[config.mk]
export PLATFORM = sky130hd
export DESIGN_NAME = imu_complementary_tilt_filter_unit
export DESIGN_NICKNAME = d
export VERILOG_FILES = /design/src/imu_ctf_pkg.sv /design/src/imu_complementary_tilt_filter_unit.sv
export SDC_FILE = /design/constraint.sdc
export NUM_CORES = 2
export LEC_CHECK = 0
export BUFFER_PORTS_ARGS = -buffer_cell sky130_fd_sc_hd__buf_2
export CELL_PAD_IN_SITES_DETAIL_PLACEMENT = 0
export CELL_PAD_IN_SITES_GLOBAL_PLACEMENT = 2
export CORE_MARGIN = 4
export CORE_UTILIZATION = 41
export DETAILED_ROUTE_END_ITERATION = 10
export PLACE_DENSITY_LB_ADDON = 0.1
export SYNTH_ARGS = -nofsm -noshare
export SYNTH_HDL_FRONTEND = slang
export SYNTH_SLANG_ARGS = --single-unit
[constraint.sdc]
create_clock -name clk -period 24.5 [get_ports clk]
set_input_delay 7.35 -clock clk [delete_from_list [all_inputs] [get_ports clk]]
set_output_delay 7.35 -clock clk [all_outputs]
set_load 0.05 [all_outputs]
[src/imu_ctf_pkg.sv]
// Shared constants, widths and lookup functions for the tilt filter unit.
// No dependencies; imported by imu_complementary_tilt_filter_unit.
`timescale 1ns / 1ps

package imu_ctf_pkg;

  localparam int ANGLE_FRAC_BITS = 7;
  localparam int CORDIC_STEPS    = 16;

  // CORDIC vector and angle widths (degrees Q16 for the angle)
  localparam int CW      = 27;
  localparam int ZW      = 27;
  localparam int AW      = ZW - 16 + ANGLE_FRAC_BITS;
  localparam int ATAN_IW = 5;

  // gyro increment divider, blend multiplier
  localparam int DVW   = 48 + ANGLE_FRAC_BITS;
  localparam int DEN_W = 17;
  localparam int DW    = DVW + 3;
  localparam int SW    = DW + 17;
  localparam int PW    = SW - 16;
  localparam int CNT_W = $clog2(DVW);

  localparam logic signed [ZW-1:0] Z_HALF_TURN = ZW'(180 * 65536);

  localparam logic REG_GYRO_RANGE = 1'b0;
  localparam logic REG_ALPHA      = 1'b1;

  localparam logic [1:0]  GYRO_RANGE_RST = 2'd1;
  localparam logic [15:0] ALPHA_RST      = 16'd64880;

  function automatic logic signed [ZW-1:0] atan_deg(input logic [ATAN_IW-1:0] i);
    logic signed [ZW-1:0] v;
    unique case (i)
      5'd0:    v = ZW'(2949120);
      5'd1:    v = ZW'(1740967);
      5'd2:    v = ZW'(919879);
      5'd3:    v = ZW'(466945);
      5'd4:    v = ZW'(234379);
      5'd5:    v = ZW'(117304);
      5'd6:    v = ZW'(58665);
      5'd7:    v = ZW'(29335);
      5'd8:    v = ZW'(14668);
      5'd9:    v = ZW'(7334);
      5'd10:   v = ZW'(3667);
      5'd11:   v = ZW'(1833);
      5'd12:   v = ZW'(917);
      5'd13:   v = ZW'(458);
      5'd14:   v = ZW'(229);
      5'd15:   v = ZW'(115);
      5'd16:   v = ZW'(57);
      5'd17:   v = ZW'(29);
      5'd18:   v = ZW'(14);
      5'd19:   v = ZW'(7);
      5'd20:   v = ZW'(4);
      5'd21:   v = ZW'(2);
      5'd22:   v = ZW'(1);
      default: v = '0;
    endcase
    return v;
  endfunction

  // sensitivity x10 times 100: counts per degree per second, scaled
  function automatic logic [DEN_W-1:0] den_of(input logic [1:0] range);
    logic [DEN_W-1:0] d;
    unique case (range)
      2'd0: d = DEN_W'(131000);
      2'd1: d = DEN_W'(65500);
      2'd2: d = DEN_W'(32800);
      2'd3: d = DEN_W'(16400);
    endcase
    return d;
  endfunction

endpackage

[src/imu_complementary_tilt_filter_unit.sv]
// Complementary roll/pitch filter: shared CORDIC, divider and multiplier.
// Depends on imu_ctf_pkg.
`timescale 1ns / 1ps
//
//  channel  | signals                                   | transfer when
//  ---------+-------------------------------------------+---------------------
//  cfg      | cfg_write, cfg_index, cfg_data            | cfg_write high
//  in       | in_valid, in_stall, accel/gyro/timestamp  | in_valid & !in_stall
//  out      | out_valid, out_stall, roll/pitch/accel_only| out_valid & !out_stall
//
// First sample: for each axis a CORDIC load, the CORDIC iterations and an end state.
// Later samples add, per axis, a divide load, the bit-serial divide steps, a multiply load,
// the multiply steps and an end state for the blend.
// Synchronous reset clears state, sequencer and registers to their reset values.
// in_stall is high while a sample is processed; a result waits in the output register
// under out_stall, and the next one holds in its last step until that register frees.

module imu_complementary_tilt_filter_unit
  import imu_ctf_pkg::*;
(
  input  logic               clk,
  input  logic               rst,
  input  logic               cfg_write,
  input  logic               cfg_index,
  input  logic [15:0]        cfg_data,
  input  logic               in_valid,
  output logic               in_stall,
  input  logic signed [15:0] accel_x,
  input  logic signed [15:0] accel_y,
  input  logic signed [15:0] accel_z,
  input  logic signed [15:0] gyro_x,
  input  logic signed [15:0] gyro_y,
  input  logic [31:0]        timestamp_ms,
  output logic               out_valid,
  input  logic               out_stall,
  output logic signed [15:0] roll_out,
  output logic signed [15:0] pitch_out,
  output logic               accel_only
);

  typedef enum logic [3:0] {
    S_IDLE, S_CORDIC_LOAD, S_CORDIC_STEP, S_CORDIC_END,
    S_DIV_LOAD, S_DIV_STEP, S_MUL_LOAD, S_MUL_STEP, S_MUL_END, S_DONE
  } state_t;

  function automatic logic signed [15:0] sat16(input logic signed [PW-1:0] v);
    logic signed [15:0] r;
    if (v > PW'(32767)) begin
      r = 16'sh7fff;
    end else if (v < -PW'(32768)) begin
      r = -16'sh8000;
    end else begin
      r = v[15:0];
    end
    return r;
  endfunction

  state_t state;
  logic   axis;
  logic [CNT_W-1:0] cnt;

  logic [1:0]  gyro_range;
  logic [15:0] alpha_q16;
  logic        started;
  logic [31:0] last_time;
  logic signed [15:0] roll_angle;
  logic signed [15:0] pitch_angle;

  logic signed [15:0] s_ax, s_ay, s_az, s_gx, s_gy;
  logic [31:0] dt;

  logic signed [CW-1:0] cx, cy;
  logic signed [ZW-1:0] cz;
  logic                 czero;
  logic signed [AW-1:0] acc_roll, acc_pitch;

  logic [DEN_W-1:0] rem;
  logic [DVW-1:0]   quo;
  logic             g_neg;

  logic signed [SW-1:0] prod, mcand;
  logic [15:0]          a_sh;

  // combinational helpers
  logic signed [15:0]    ld_y, raw_sel;
  logic signed [CW-1:0]  lx, ly;
  logic signed [CW-1:0]  cdx, cdy;
  logic signed [ZW-1:0]  catan, z_rnd;
  logic signed [AW-1:0]  acc_new, acc_sel;
  logic [15:0]           raw_mag;
  logic [47:0]           rate_dt;
  logic [DEN_W-1:0]      den;
  logic [DEN_W:0]        div_t;
  logic                  div_ge;
  logic signed [DVW:0]   inc;
  logic signed [DW-1:0]  dlt;
  logic signed [15:0]    prev_sel;
  logic signed [SW-1:0]  p_rnd;

  assign in_stall = (state != S_IDLE);

  always_comb begin
    ld_y    = axis ? s_ax : s_ay;
    lx      = CW'(s_az) <<< 8;
    ly      = CW'(ld_y) <<< 8;
    cdx     = cy >>> cnt[ATAN_IW-1:0];
    cdy     = cx >>> cnt[ATAN_IW-1:0];
    catan   = atan_deg(cnt[ATAN_IW-1:0]);
    z_rnd   = cz + ZW'(1 << (15 - ANGLE_FRAC_BITS));
    acc_new = czero ? '0 : z_rnd[ZW-1:16-ANGLE_FRAC_BITS];
    acc_sel = axis ? acc_pitch : acc_roll;

    raw_sel = axis ? s_gy : s_gx;
    raw_mag = raw_sel[15] ? 16'(-raw_sel) : 16'(raw_sel);
    rate_dt = 48'(raw_mag) * 48'(dt);
    den     = den_of(gyro_range);
    div_t   = {rem, quo[DVW-1]};
    div_ge  = (div_t >= {1'b0, den});

    inc      = g_neg ? -$signed({1'b0, quo}) : $signed({1'b0, quo});
    prev_sel = axis ? pitch_angle : roll_angle;
    dlt      = DW'(prev_sel) + DW'(inc) - DW'(acc_sel);
    p_rnd    = prod + SW'(1 << 15);
  end

  always_ff @(posedge clk) begin
    if (rst) begin
      state       <= S_IDLE;
      axis        <= 1'b0;
      cnt         <= '0;
      gyro_range  <= GYRO_RANGE_RST;
      alpha_q16   <= ALPHA_RST;
      started     <= 1'b0;
      last_time   <= '0;
      roll_angle  <= '0;
      pitch_angle <= '0;
      out_valid   <= 1'b0;
    end else begin
      if (cfg_write) begin
        unique case (cfg_index)
          REG_GYRO_RANGE: gyro_range <= cfg_data[1:0];
          REG_ALPHA:      alpha_q16  <= cfg_data;
        endcase
      end

      if (out_valid && !out_stall && state != S_DONE) begin
        out_valid <= 1'b0;
      end

      unique case (state)
        S_IDLE: begin
          if (in_valid) begin
            s_ax      <= accel_x;
            s_ay      <= accel_y;
            s_az      <= accel_z;
            s_gx      <= gyro_x;
            s_gy      <= gyro_y;
            dt        <= timestamp_ms - last_time;
            last_time <= timestamp_ms;
            axis      <= 1'b0;
            state     <= S_CORDIC_LOAD;
          end
        end
        S_CORDIC_LOAD: begin
          czero <= (s_az == 16'sd0) && (ld_y == 16'sd0);
          cnt   <= '0;
          if (s_az[15]) begin
            cx <= -lx;
            cy <= -ly;
            cz <= ld_y[15] ? -Z_HALF_TURN : Z_HALF_TURN;
          end else begin
            cx <= lx;
            cy <= ly;
            cz <= '0;
          end
          state <= S_CORDIC_STEP;
        end
        S_CORDIC_STEP: begin
          if (cy > 0) begin
            cx <= cx + cdx;
            cy <= cy - cdy;
            cz <= cz + catan;
          end else begin
            cx <= cx - cdx;
            cy <= cy + cdy;
            cz <= cz - catan;
          end
          cnt <= cnt + 1'b1;
          if (cnt == CNT_W'(CORDIC_STEPS - 1)) begin
            state <= S_CORDIC_END;
          end
        end
        S_CORDIC_END: begin
          if (axis) begin
            acc_pitch <= acc_new;
            if (!started) begin
              pitch_angle <= sat16(PW'(acc_new));
            end
            axis  <= 1'b0;
            state <= started ? S_DIV_LOAD : S_DONE;
          end else begin
            acc_roll <= acc_new;
            if (!started) begin
              roll_angle <= sat16(PW'(acc_new));
            end
            axis  <= 1'b1;
            state <= S_CORDIC_LOAD;
          end
        end
        S_DIV_LOAD: begin
          quo   <= DVW'({rate_dt, ANGLE_FRAC_BITS'(0)}) + DVW'(den >> 1);
          rem   <= '0;
          g_neg <= raw_sel[15];
          cnt   <= '0;
          state <= S_DIV_STEP;
        end
        S_DIV_STEP: begin
          rem <= div_ge ? DEN_W'(div_t - {1'b0, den}) : div_t[DEN_W-1:0];
          quo <= {quo[DVW-2:0], div_ge};
          cnt <= cnt + 1'b1;
          if (cnt == CNT_W'(DVW - 1)) begin
            state <= S_MUL_LOAD;
          end
        end
        S_MUL_LOAD: begin
          mcand <= SW'(dlt);
          prod  <= {PW'(acc_sel), 16'b0};
          a_sh  <= alpha_q16;
          cnt   <= '0;
          state <= S_MUL_STEP;
        end
        S_MUL_STEP: begin
          if (a_sh[0]) begin
            prod <= prod + mcand;
          end
          mcand <= mcand <<< 1;
          a_sh  <= a_sh >> 1;
          cnt   <= cnt + 1'b1;
          if (cnt == CNT_W'(15)) begin
            state <= S_MUL_END;
          end
        end
        S_MUL_END: begin
          if (axis) begin
            pitch_angle <= sat16(p_rnd[SW-1:16]);
            state       <= S_DONE;
          end else begin
            roll_angle <= sat16(p_rnd[SW-1:16]);
            axis       <= 1'b1;
            state      <= S_DIV_LOAD;
          end
        end
        S_DONE: begin
          if (!out_valid || !out_stall) begin
            roll_out   <= roll_angle;
            pitch_out  <= pitch_angle;
            accel_only <= !started;
            out_valid  <= 1'b1;
            started    <= 1'b1;
            state      <= S_IDLE;
          end
        end
        default: state <= S_IDLE;
      endcase
    end
  end

endmodule

==> results.yml <==
route:
  drc: 0
  vias: 51100
  firstDrtPassIters: 5
  drtIter0Drc: 3779
  wirelength_um: 197000
  antenna_left: 0
  wire_per_inst_um: 21.4
  via_per_inst: 5.56
sta:
  finalSetupViolCount: 0
  rsz0062_at_grt: "false"
  worst_slack_ps: 13320
  relSlewSlack_pct: 25.3
  post-route-period-util_pct: 45.7
  fmax_ghz: 0.0894
  tightest_slew_ps: 1120
  drv_slew: 0
  finalClockSkew_ps: 58.5
  setup_tns_ps: 0
  min_period_ps: 11190
  hold_viol: 0
clock_tree:
  path_clk_slew_ps: 60
  clock_path_buffers: 3
  cts_num_sinks: 619
  post_cts_buffers: 0
  clock_latency_ps: 700
  ctsResizeCount: 0
  numCtsBuffers: 80
  cts-htree-levels: 3
  cts_root_buf: "clkbuf_16"
  cts_hold_repair.buffers: 0
  tritoncts: "built"
critical_path:
  criticalPathCategory: "reg -> reg"
  slowest_stage: "nor4bb_1"
  critical_path.max_fanout: 47
  r2r_cells: 32
  critPathLaunchType: "register"
  timing.rr.start: "axis$_SDFFE_PP0P_"
  critPathCaptureType: "register"
  required_ps: 24910
  crit_arrival_ps: 11590
  cp_common_cell: "fa_1"
  crit_path_max_incr_delay_ps: 890
  cp-startpoint: "axis$_SDFFE_PP0P_"
  r2r_slack_ps: 13320
floorplanning:
  die_y_um: 402
  boundaryPins: 169
  die-area_mm2: 0.162
  rows: 144
  initial_core_util_pct: 41.3
  core-area_mm2: 0.154
  die_x_um: 402
place:
  dpl.hpwl_um: 151000
  post-place-ws_ps: 13250
  portBuffers: 168
  place.gp.congestion: 0.903
synth:
  synth_common_cells: "nand2_1 (994), inv_1 (664), edfxtp_1 (502)"
  netlist_instances: 7070
  yosys_warnings: 0
  synth-async-reset-ratio_pct: 0
  synth_fp_nets: 8087
  yosys.area.top_type: "edfxtp_1"
  ys.flop_type: "edfxtp_1"
  yosys-top-cells-area: "edfxtp_1 (24%), fa_1 (15%), ha_1 (7.9%)"
  yosysTopAreaCellShare_pct: 23.6
  synth.distinct_cells: 106
  syn_area_per_cell_um2: 9.02
  syn_area_mm2: 0.0637
  synth_enable_flop_cells: 502
  synth-seq-cells: 619
  synth_most_common_cell: "nand2_1"
  yosysSeqAreaShare_pct: 27.3
global_route:
  grt_pass1_vias: 51400
  overflow: 0
  grt_max_degree: 79
  antenna_found_initial: 5
  grtUsageTotal_pct: 24.2
  grt_pass1_wl_um: 309000
hold_path:
  hold_class: "reg -> reg"
  hold_path_depth: 2
  hp-start: "last_time[18]$_SDFFE_PP0P_"
flow_run:
  cap_viol_max_count: 0
cells_and_area:
  final_nets: 8100
  synthToLayoutAreaGrowth_pct: 9.20
  final_util_pct: 45.1
  layout-drive-gt1-share_pct: 8.24
  fillers: 15400
status:
  run_status: "finished clean"
[stage by stage]
stage	cells	hold slack (ps)	cell area [um^2]
2_1_floorplan	7070	424	63700
3_3_place_gp	9045	439	66700
3_5_place_dp	9045	442	66700
4_1_cts	9195	454	69600
5_1_grt	9195	469	69600
6_report	9198	451	69600
[layer usage]
layer  share of wire [%]  wire, um  up-vias  global-route usage, %
li1                    -         -    24600                      -
met1                  46     90800    25100                   33.6
met2                  47     92500     1187                   40.4
met3                 4.4      8700      240                   2.79
met4                 2.5      4920        2                   5.86
met5              0.0066        13        -                      0
[final timing paths]
kind / endpoint
max: quo[54]$_DFFE_PP_
min reg2reg: last_time[18]$_SDFFE_PP0P_
min: last_time[18]$_SDFFE_PP0P_
max reg2reg: quo[54]$_DFFE_PP_
[cell type report]
| class | count | area (um^2) | area share [%] |
|---|---|---|---|
| clock inverter | 52 | 758 | 1.09 |
| timing repair buffer | 248 | 1440 | 2.07 |
| inverter | 671 | 2520 | 3.62 |
| tap | 2044 | 2560 | 3.67 |
| antenna | 3 | 7.51 | 0.0108 |
| multi-input combinational | 5463 | 42800 | 61.5 |
| clock buffer | 98 | 2120 | 3.04 |
| sequential | 619 | 17400 | 25.0 |
[critical path: cells and delay by family, from the launching register on]
| kind | cells | cell delay [ps] |
|---|---|---|
| mux | 1 | 410 |
| flops | 1 | 810 |
| simple gates | 8 | 2490 |
| buf+inv | 6 | 950 |
| compound gates | 6 | 1530 |
| xor+xnor | 3 | 830 |
| fa+ha+maj | 8 | 3780 |
[cell families (layout without fill, tap and decap cells)]
group / count (synthesis) / after routing / synth area share (%)
buffers and inverters: 988 / 1069 / 5.91
and+or+nand+nor: 2322 / 2322 / 17.2
AOI/OAI and AO/OA: 1571 / 1571 / 15.4
DFF: 619 / 619 / 27.3
xor gates and xnor gates: 493 / 493 / 6.77
adders and majority gates: 883 / 883 / 23.0
other: 0 / 3 / 0
muxes: 194 / 194 / 4.36
[sequential cells by signal (all words and copies together) (netlist names), 17 cells and up]
name	flops
acc_pitch	18
mcand	75
dt	32
last_time	32
acc_roll	18
prod	75
cz	27
catan	22
cx	27
quo	55
cy	27
rem	17
[placed cells by master (no fill, tap or decap), drive strengths merged, types with 37 or more instances in the layout]
cell type	synthesis	layout
nand4	70	70
a21oi	479	479
nor3	121	121
clkbuf	277	98
o31ai	61	61
mux2i	94	94
a211oi	44	44
xor2	195	195
nor4	44	44
o21ai	401	401
and2	181	181
nand3	119	119
a21o	195	195
nand2	994	994
mux2	37	37
mux4	63	63
inv	667	672
a31oi	61	61
o21a	47	47
edfxtp	502	502
fa	481	481
and3	50	50
xnor2	298	298
o21bai	44	44
or3	39	39
nand2b	74	74
dfxtp	117	117
buf	40	248
nor2	439	439
ha	402	402
nor2b	56	56
Power is left out: the tool's default activity adds up to more than one toggle a clock period on the data nets, which glitch-free logic cannot reach.
